$ cat src/rtl/adm1d_pkg.sv
// adm1d_pkg: shared types and constants for the one-axis admittance controller
// holds the sequencer state type, register indexes and fixed-point widths
// no dependencies
package adm1d_pkg;

  localparam int DATA_W    = 32;   // Q16.16 word
  localparam int FRAC_W    = 16;   // fraction bits
  localparam int MASS_W    = 31;
  localparam int STEP_W    = 16;
  localparam int CFG_IDX_W = 8;
  localparam int DVD_W     = DATA_W + FRAC_W;   // rhs magnitude shifted up by FRAC_W bits, i.e. scaled by one in Q16.16
  localparam int CNT_W     = 6;
  localparam int DIV_STEPS = DVD_W;             // one quotient bit per cycle

  localparam logic [MASS_W-1:0] MASS_RESET   = MASS_W'(65536);
  localparam logic [STEP_W-1:0] STEP_DEFAULT = STEP_W'(655);

  // register indexes on the config port
  localparam logic [CFG_IDX_W-1:0] REG_MASS      = CFG_IDX_W'(0);
  localparam logic [CFG_IDX_W-1:0] REG_DAMPING   = CFG_IDX_W'(1);
  localparam logic [CFG_IDX_W-1:0] REG_STIFFNESS = CFG_IDX_W'(2);
  localparam logic [CFG_IDX_W-1:0] REG_STEP_TIME = CFG_IDX_W'(3);

  typedef enum logic [3:0] {
    ST_IDLE,
    ST_FE,     // fd - fx, start D*v
    ST_DV,     // rhs -= D*v
    ST_PE,     // x - xd
    ST_KP,     // start K*pe
    ST_KS,     // rhs -= K*pe
    ST_DSET,   // load divider
    ST_DIV,    // one quotient bit per cycle
    ST_ACC,    // sign and saturate quotient
    ST_MV,     // start acc*dt
    ST_VEL,    // v += acc*dt
    ST_MX,     // start v*dt
    ST_POS     // x += v*dt, hand result to output register
  } state_t;

endpackage

$ cat src/rtl/admittance_control_1d_top.sv
// admittance_control_1d_top: one-axis mass-damper-spring admittance controller
// sequencer around one shared 32x32 multiplier, one saturating adder and a radix-2 divider
// depends on adm1d_pkg
//
//  channel | direction | handshake              | payload
//  --------+-----------+------------------------+-------------------------------------------
//  in      | to block  | in_valid / in_stall    | target_position, target_force, measured_force
//  out     | from block| out_valid / out_stall  | position_command
//  cfg     | to block  | cfg_valid / cfg_ready  | cfg_index, cfg_data
//
//  the result comes from 11 sequencer steps plus 48 divider steps that do the bit-serial
//  division of rhs*65536 by the mass; a new item is taken only once the sequencer is
//  idle again
//  in_stall is high from the cycle after an input transfer until the sequencer is idle again
//  the result sits in an output register; a new item may be taken while it waits, and the
//  final position step holds only if the previous result has still not been taken
//  rst is synchronous: state words go to zero, registers to their reset values
//  cfg_ready is always high; writes are meant to arrive only while the block is idle
module admittance_control_1d_top (
  input  logic                                clk,
  input  logic                                rst,
  // input channel
  input  logic                                in_valid,
  output logic                                in_stall,
  input  logic signed [adm1d_pkg::DATA_W-1:0] target_position,
  input  logic signed [adm1d_pkg::DATA_W-1:0] target_force,
  input  logic signed [adm1d_pkg::DATA_W-1:0] measured_force,
  // output channel
  output logic                                out_valid,
  input  logic                                out_stall,
  output logic signed [adm1d_pkg::DATA_W-1:0] position_command,
  // configuration channel
  input  logic                                cfg_valid,
  output logic                                cfg_ready,
  input  logic [adm1d_pkg::CFG_IDX_W-1:0]     cfg_index,
  input  logic [adm1d_pkg::DATA_W-1:0]        cfg_data
);

  localparam int DW = adm1d_pkg::DATA_W;
  localparam int FW = adm1d_pkg::FRAC_W;
  localparam int PW = 2 * DW;
  localparam int QW = adm1d_pkg::DVD_W;
  localparam int MW = adm1d_pkg::MASS_W;
  localparam int SW = adm1d_pkg::STEP_W;
  localparam int CW = adm1d_pkg::CNT_W;

  localparam logic signed [DW-1:0] S_MAX = {1'b0, {(DW-1){1'b1}}};
  localparam logic signed [DW-1:0] S_MIN = {1'b1, {(DW-1){1'b0}}};

  // configuration registers
  logic [MW-1:0]        mass;
  logic signed [DW-1:0] damping;
  logic signed [DW-1:0] stiffness;
  logic [SW-1:0]        step_time;

  // integrator state
  logic signed [DW-1:0] position;
  logic signed [DW-1:0] velocity;

  // latched item and work registers
  logic signed [DW-1:0] xd;
  logic signed [DW-1:0] fd;
  logic signed [DW-1:0] fx;
  logic signed [DW-1:0] rhs;
  logic signed [DW-1:0] tmp;     // pe, then acc
  logic signed [PW-1:0] prod;

  // divider
  logic [QW-1:0] dvd;            // dividend bits out, quotient bits in
  logic [DW-1:0] rem;
  logic          q_neg;
  logic [CW-1:0] cnt;

  adm1d_pkg::state_t state, state_next;

  // shared unit operands
  logic signed [DW-1:0] add_a, add_b;
  logic                 add_sub;
  logic signed [DW:0]   add_wide;
  logic signed [DW-1:0] add_res;
  logic signed [DW-1:0] mul_a, mul_b;
  logic signed [PW-1:0] mul_p;
  logic signed [DW-1:0] prod_q;

  logic [MW-1:0]        mass_eff;
  logic signed [DW-1:0] dt_eff;
  logic [DW+1:0]        trial;
  logic [DW-1:0]        rhs_mag;
  logic                 in_xfer;
  logic                 out_free;

  assign in_stall  = (state != adm1d_pkg::ST_IDLE);
  assign cfg_ready = 1'b1;
  assign in_xfer   = in_valid && !in_stall;
  assign out_free  = !out_valid || !out_stall;

  // zero step falls back to the default step, zero mass to one lsb
  assign dt_eff   = DW'(signed'({1'b0, (step_time != '0) ? step_time
                                                       : adm1d_pkg::STEP_DEFAULT}));
  assign mass_eff = (mass != '0) ? mass : MW'(1);

  // saturating adder
  assign add_wide = add_sub ? ((DW+1)'(add_a) - (DW+1)'(add_b))
                            : ((DW+1)'(add_a) + (DW+1)'(add_b));
  assign add_res  = (add_wide[DW] != add_wide[DW-1]) ? (add_wide[DW] ? S_MIN : S_MAX)
                                                     : add_wide[DW-1:0];

  // multiplier and floor-shifted, saturated product
  assign mul_p  = PW'(mul_a) * PW'(mul_b);
  assign prod_q = ((&prod[PW-1:DW+FW-1]) || !(|prod[PW-1:DW+FW-1]))
                  ? prod[DW+FW-1:FW]
                  : (prod[PW-1] ? S_MIN : S_MAX);

  // restoring divider step
  assign trial   = {1'b0, rem, dvd[QW-1]} - (DW+2)'(mass_eff);
  assign rhs_mag = rhs[DW-1] ? DW'(-rhs) : DW'(rhs);

  // next state
  always_comb begin
    state_next = state;
    unique case (state)
      adm1d_pkg::ST_IDLE: if (in_xfer) state_next = adm1d_pkg::ST_FE;
      adm1d_pkg::ST_FE:   state_next = adm1d_pkg::ST_DV;
      adm1d_pkg::ST_DV:   state_next = adm1d_pkg::ST_PE;
      adm1d_pkg::ST_PE:   state_next = adm1d_pkg::ST_KP;
      adm1d_pkg::ST_KP:   state_next = adm1d_pkg::ST_KS;
      adm1d_pkg::ST_KS:   state_next = adm1d_pkg::ST_DSET;
      adm1d_pkg::ST_DSET: state_next = adm1d_pkg::ST_DIV;
      adm1d_pkg::ST_DIV: begin
        if (cnt == CW'(adm1d_pkg::DIV_STEPS - 1)) state_next = adm1d_pkg::ST_ACC;
      end
      adm1d_pkg::ST_ACC:  state_next = adm1d_pkg::ST_MV;
      adm1d_pkg::ST_MV:   state_next = adm1d_pkg::ST_VEL;
      adm1d_pkg::ST_VEL:  state_next = adm1d_pkg::ST_MX;
      adm1d_pkg::ST_MX:   state_next = adm1d_pkg::ST_POS;
      adm1d_pkg::ST_POS:  if (out_free) state_next = adm1d_pkg::ST_IDLE;
      default:            state_next = adm1d_pkg::ST_IDLE;
    endcase
  end

  // operand selection for the shared adder and multiplier
  always_comb begin
    add_a   = rhs;
    add_b   = prod_q;
    add_sub = 1'b1;
    mul_a   = tmp;
    mul_b   = dt_eff;
    unique case (state)
      adm1d_pkg::ST_FE: begin
        add_a = fd;
        add_b = fx;
        mul_a = damping;
        mul_b = velocity;
      end
      adm1d_pkg::ST_PE: begin
        add_a = position;
        add_b = xd;
      end
      adm1d_pkg::ST_KP: begin
        mul_a = stiffness;
        mul_b = tmp;
      end
      adm1d_pkg::ST_VEL: begin
        add_a   = velocity;
        add_sub = 1'b0;
      end
      adm1d_pkg::ST_MX: begin
        mul_a = velocity;
      end
      adm1d_pkg::ST_POS: begin
        // keep v*dt in the product register while the step holds
        add_a   = position;
        add_sub = 1'b0;
        mul_a   = velocity;
      end
      default: begin
      end
    endcase
  end

  // control state
  always_ff @(posedge clk) begin
    if (rst) begin
      state     <= adm1d_pkg::ST_IDLE;
      out_valid <= 1'b0;
      position  <= '0;
      velocity  <= '0;
      mass      <= adm1d_pkg::MASS_RESET;
      damping   <= '0;
      stiffness <= '0;
      step_time <= adm1d_pkg::STEP_DEFAULT;
      cnt       <= '0;
    end else begin
      state <= state_next;
      if (out_valid && !out_stall) out_valid <= 1'b0;
      if (state == adm1d_pkg::ST_VEL) velocity <= add_res;
      if (state == adm1d_pkg::ST_POS && out_free) begin
        position  <= add_res;
        out_valid <= 1'b1;
      end
      if (state == adm1d_pkg::ST_DSET) cnt <= '0;
      else if (state == adm1d_pkg::ST_DIV) cnt <= cnt + CW'(1);
      if (cfg_valid && cfg_ready) begin
        unique case (cfg_index)
          adm1d_pkg::REG_MASS:      mass      <= cfg_data[MW-1:0];
          adm1d_pkg::REG_DAMPING:   damping   <= cfg_data;
          adm1d_pkg::REG_STIFFNESS: stiffness <= cfg_data;
          adm1d_pkg::REG_STEP_TIME: step_time <= cfg_data[SW-1:0];
          default: begin
          end
        endcase
      end
    end
  end

  // datapath registers
  always_ff @(posedge clk) begin
    prod <= mul_p;
    if (in_xfer) begin
      xd <= target_position;
      fd <= target_force;
      fx <= measured_force;
    end
    unique case (state)
      adm1d_pkg::ST_FE, adm1d_pkg::ST_DV, adm1d_pkg::ST_KS: rhs <= add_res;
      adm1d_pkg::ST_PE: tmp <= add_res;
      adm1d_pkg::ST_DSET: begin
        dvd   <= {rhs_mag, {FW{1'b0}}};
        rem   <= '0;
        q_neg <= rhs[DW-1];
      end
      adm1d_pkg::ST_DIV: begin
        if (!trial[DW+1]) begin
          rem <= trial[DW-1:0];
          dvd <= {dvd[QW-2:0], 1'b1};
        end else begin
          rem <= {rem[DW-2:0], dvd[QW-1]};
          dvd <= {dvd[QW-2:0], 1'b0};
        end
      end
      adm1d_pkg::ST_ACC: begin
        // quotient truncates toward zero, then saturates
        if (q_neg) begin
          tmp <= (dvd > QW'({1'b1, {(DW-1){1'b0}}})) ? S_MIN : DW'(-dvd[DW-1:0]);
        end else begin
          tmp <= (dvd > QW'(S_MAX)) ? S_MAX : dvd[DW-1:0];
        end
      end
      adm1d_pkg::ST_POS: if (out_free) position_command <= add_res;
      default: begin
      end
    endcase
  end

endmodule

$ cat config.mk
export PLATFORM = sky130hd
export DESIGN_NAME = admittance_control_1d_top
export DESIGN_NICKNAME = d
export VERILOG_FILES = /design/src/rtl/adm1d_pkg.sv /design/src/rtl/admittance_control_1d_top.sv
export SDC_FILE = /design/constraint.sdc
export NUM_CORES = 2
export LEC_CHECK = 0
export ABC_AREA = 0
export BUFFER_PORTS_ARGS = -buffer_cell sky130_fd_sc_hd__buf_4
export CORE_MARGIN = 2
export CORE_UTILIZATION = 25
export CTS_CLUSTER_DIAMETER = 100
export DETAILED_ROUTE_END_ITERATION = 7
export GPL_TIMING_DRIVEN = 0
export PLACE_DENSITY = 0.39
export SYNTH_ARGS = -nofsm -noshare
export SYNTH_HDL_FRONTEND = slang
export SYNTH_SLANG_ARGS = --single-unit
$ cat constraint.sdc
create_clock -name clk -period 11.88 [get_ports clk]
set_input_delay 0.594 -clock clk [delete_from_list [all_inputs] [get_ports clk]]
set_output_delay 0.594 -clock clk [all_outputs]
set_load 0.02 [all_outputs]
Yosys cells after proc, flatten, opt, wreduce, memory -nomap -nowiden
Cells that the tools add are included.
{"block": "word_totals", "ff_bits": 523, "out_inout_bits": 35, "elab_cells": 104}
{"block": "classes", "n_addsub": 6, "mul": 1, "magnitude_cmp": 2, "eq_ne": 20, "mux": 26, "n_reduce_logical": 30}
{"op": "$mux W32", "count": 9}
{"op": "$pmux W32 S2", "count": 4}
{"op": "$pmux W32 S3", "count": 2}
{"op": "$pmux W48 S2", "count": 1}
{"op": "$mul A32 B32 Y64", "count": 1}
{"op": "$neg A32 Y32", "count": 2}
{"op": "$pmux W4 S13", "count": 1}
{"op": "$gt A48 B31 Y1 const B", "count": 1}
{"op": "$gt A48 B32 Y1 const B", "count": 1}
{"op": "$sub A33 B31 Y34", "count": 1}
{"op": "$add A32 B32 Y33", "count": 1}
{"op": "$mux W33", "count": 1}
{"op": "$sub A32 B32 Y33", "count": 1}
{"op": "$mux W31", "count": 1}
{"op": "$reduce_bool A31 Y1", "count": 1}
{"op": "$eq A4 B4 Y1 const B", "count": 5}
{"op": "$reduce_and A17 Y1", "count": 1}
{"op": "$reduce_or A17 Y1", "count": 1}
{"op": "$eq A4 B3 Y1 const B", "count": 4}
{"op": "$eq A8 B2 Y1 const B", "count": 2}
{"op": "$mux W16", "count": 1}
{"op": "$reduce_bool A16 Y1", "count": 1}
{"op": "$mux W4", "count": 3}
{"op": "$reduce_and A2 Y1", "count": 5}
{"op": "18 further kinds", "count": 34}

Depth between registers and ports, before layout
{"block": "depth", "depth_word": 10, "ltp_mapped": 39, "mapped_depth_nobuf": 34}

Worst setup path after synthesis
Ideal clock, no wire load.
{"block": "synth_timing", "path_type": "register to register", "from": "register state[2]", "to": "register prod[57]", "setup_time_ns": 0.127, "arrival_ns": 9.146, "path_slack_ns": 2.607, "path_stages_with_launch": 35, "n_path_buf": 6, "cell_sequence": "dfxtp_1 > buf_2 > buf_1 > nor4b_1 > clkbuf_1 > clkbuf_1 > a222oi_1 > nand2_1 > o21a_1 > clkbuf_1 > clkbuf_1 > nand2_1 > fa_1 > inv_1 > fa_1 > fa_1 > inv_1 > fa_1 > inv_1 > fa_1 > fa_1 > fa_1 > fa_1 > ha_1 > a21o_1 > a21o_1 > a21oi_1 > o21bai_1 > a221o_1 > o21a_1 > o2bb2ai_1 > o21ai_0 > a31oi_1 > o21ai_0 > xor2_1"}
{"block": "synth_via", "elab_chain_len": 4, "elab_cells_between_ends": 8, "classes_between": "mul (1); eq/ne (4); mux (2); reduce/logical (1)"}
{"element": "start, declared", "line_no": "admittance_control_1d_top.sv:74", "text": "adm1d_pkg::state_t state, state_next;"}
{"element": "start signal, assigned", "line_no": "admittance_control_1d_top.sv:184", "text": "state <= adm1d_pkg::ST_IDLE;"}
{"element": "start signal, assigned", "line_no": "admittance_control_1d_top.sv:194", "text": "state <= state_next;"}
{"element": "$eq A4 B4 Y1", "line_no": "admittance_control_1d_top.sv:148", "text": "unique case (state)"}
{"element": "$reduce_or A2 Y1 (no line)"}
{"element": "$pmux W32 S3", "line_no": "admittance_control_1d_top.sv:148"}
{"element": "$mul A32 B32 Y64 (*)", "line_no": "admittance_control_1d_top.sv:109", "text": "assign mul_p = PW'(mul_a) * PW'(mul_b);"}
{"element": "net mul_p[57]", "line_no": "admittance_control_1d_top.sv:82", "text": "logic signed [PW-1:0] mul_p;"}
{"element": "end signal, assigned", "line_no": "admittance_control_1d_top.sv:218", "text": "prod <= mul_p;"}
{"element": "end, declared", "line_no": "admittance_control_1d_top.sv:66", "text": "logic signed [PW-1:0] prod;"}
Mark *: on every way through the listed nets, which the timed path passes. The rest lies on a longest branch.
A chain may end at the register's enable or synchronous reset.

Worst setup path after layout
{"block": "layout_timing", "from": "register state[1]", "to": "register prod[62]"}
The elaborated chain is that of the path after synthesis.

==> results.yml <==
run_status:
  outcome: "finished, violations left"
  violations: "design-rule violations"
cts:
  clock_sinks: 507
  clockBufferDepth: 3
  cts-buffers-inserted: 55
  cts.htree.levels: 2
  clkLatencyLatePin_ns: 0.67
  cts_hold_buf: 0
  clockRootBuffer: "clkbuf_16"
  clk_pin_slew_ns: 0.07
  cts_tree: "built"
synthesis:
  syn_area_um2: 60300
  yosysMostFrequentCell: "fa_1"
  synth_edf_count: 273
  yosys_warnings: 0
  synthTopCellsByCount: "1,083 x fa_1, 1,051 x inv_1, 932 x nand2_1"
  syn_nets: 8010
  synth_top_area_share_pct: 35.9
  ys_types: 101
  synth_area_leader_cell: "fa_1"
  syn_inst: 6539
  syn_area_per_cell_um2: 9.23
  async_flop_share_pct: 0
  ys_top_cells_by_area: "fa_1 36%, edfxtp_1 14%, dfxtp_1 7.8%"
  ys_seq_area_share_pct: 21.3
  ys_ff_latch: 507
  synth_ff_type: "edfxtp_1"
finish:
  layout.nets: 8261
  final_layout_size_suffix_gt1_share_pct: 7.67
  finalInstanceArea_um2: 68200
  synthToLayoutAreaGrowth_pct: 13.0
timing:
  period_minus_slack_ns: 11.46
  worst_pin_slew_ns: 1.46
  holdWs_ns: 0.103
  period_share_pct: 96.5
  setup_viol: 0
  layout_setup_ws_ns: 0.418
  fin_worst_skew_ns: 0.0552
  hold_violations: 0
  finalMaxSlewViolations: 0
  clock.fmax_mhz: 87.2
  slew_headroom_pct: 2.40
placement:
  dp_hpwl_um: 227000
  place_area_um2: 66000
  gp_congestion: 0.982
  place_ws_ns: -1.35
  portBuffers: 174
detailed_routing:
  via_per_inst: 4.91
  dr.pass1.iters: 8
  ant_nets: 0
  wl_per_cell_um: 27.3
  drtIter0Drc: 5006
  drc: 7
  num_vias: 49267
  routed_wl_um: 274000
die:
  ios: 176
  fp.coreArea_um2: 240000
  start_util_pct: 25.1
  dieArea_um2: 245000
  die_w_um: 495
  die_h_um: 495
  rows: 180
global_routing:
  grt_max_degree: 69
  grt_pass1_wl_um: 389000
  grt_pass1_vias: 51076
  track_usage_pct: 22.3
  antenna_found_initial: 8
  grt_overflow: 0
worst_setup_path:
  r2r_cells: 31
  max_stage_delay_ns: 0.86
  worstPathRequired_ns: 12.40
  cp_common_cell: "fa_1"
  cp_max_fo: 10
  worstSetupEndpointType: "flop"
  crit_type: "flop to flop"
  crit_path_top_delay_cell: "fa_2"
  startpoint_type: "flop"
  setup.reg_to_reg.worst_slack_ns: 0.42
  critPathArrivalTime_ns: 11.98
hold_path:
  hold_path_class: "input port to flop"
  min_path_cells: 1
job:
  cap_violations: 0
## state kept, by name, summed over array words and instances (netlist names)
signal            cells
dvd                  48
prod                 48
damping              32
fd                   32
fx                   32
position             32
position_command     32
rem                  32
rhs                  32
stiffness            32
tmp                  32
velocity             32
xd                   32
mass                 31
step_time            16
cnt                   6
state                 4
out_valid             1
q_neg                 1
## per-stage QoR
step | TNS (ns) | util [%] | std cells
after floorplan | 0 | - | 6539
after global placement | -56.11 | 27.3 | 9898
after detailed placement | -23.10 | 27.5 | 9925
after CTS | 0 | 28.3 | 10019
after global routing | -0.0230 | 28.4 | 10020
final | 0 | 28.4 | 10024
## metal layers
layer	up-vias	GRT usage [%]	share of wire (%)
li1	21423	-	-
met3	436	3.60	7.4
met2	2113	34.3	44
met5	-	0	0.012
met4	6	9.35	4.9
met1	25289	30.9	44
## final timing paths
path               startpoint         end
max                  state[1]    prod[62]
max reg2reg          state[1]    prod[62]
min reg2reg        damping[5]  damping[5]
min          target_force[26]      fd[26]
## kinds of logic after synthesis
| logic type | share of synthesized area, % |
|---|---|
| compound gates | 11.3 |
| flops | 21.3 |
| simple gates | 14.2 |
| buf+inv | 8.79 |
| other cells | 0.00621 |
| fa+ha+maj | 41.5 |
| mux | 0.340 |
| xor+xnor | 2.54 |
## critical path, delay by kind of cell (launching register included)
family / cells / cell delay [ns]
adders and majority gates: 9 / 4.67
buffers and inverters: 8 / 2.40
and+or+nand+nor: 9 / 2.38
AOI/OAI and AO/OA: 4 / 1.31
DFF: 1 / 0.39
xor gates and xnor gates: 1 / 0.12
## layout by cell type (no fill, tap or decap), drive strengths merged, types with 33 or more instances in the layout
| cell | netlist | routed |
|---|---|---|
| nor4 | 33 | 33 |
| a21o | 67 | 67 |
| inv | 1052 | 1057 |
| nor2 | 683 | 683 |
| o31ai | 35 | 35 |
| clkbuf | 314 | 363 |
| a211oi | 35 | 35 |
| nand2 | 933 | 933 |
| nand2b | 41 | 41 |
| nand3 | 64 | 64 |
| dfxtp | 234 | 234 |
| and2 | 34 | 34 |
| o21a | 54 | 54 |
| xnor2 | 90 | 90 |
| ha | 247 | 247 |
| a222oi | 68 | 68 |
| edfxtp | 273 | 273 |
| a21oi | 366 | 366 |
| xor2 | 84 | 84 |
| o21ai | 246 | 246 |
| fa | 1083 | 1083 |
| buf | 35 | 238 |
## repair_timing
action | in CTS | in global routing
resized for setup | 83 | 98
setup endpoints to repair | 38 | 18
setup buffers | 2 | 5
pin swaps | 1 | 2
## cell type report
class                      count  area [µm²]
clock inverter                39         392
inverter                    1053        3960
sequential                   507       12900
tap                         3185        3990
antenna                        5        12.5
timing repair buffer         209        1700
clock buffer                  62        1440
fill                       25647      172000
buffer                       334        1430
multi-input combinational   4630       42400
Power is left out: the tool's default activity adds up to more than one toggle a clock period on the data nets, which glitch-free logic cannot reach.
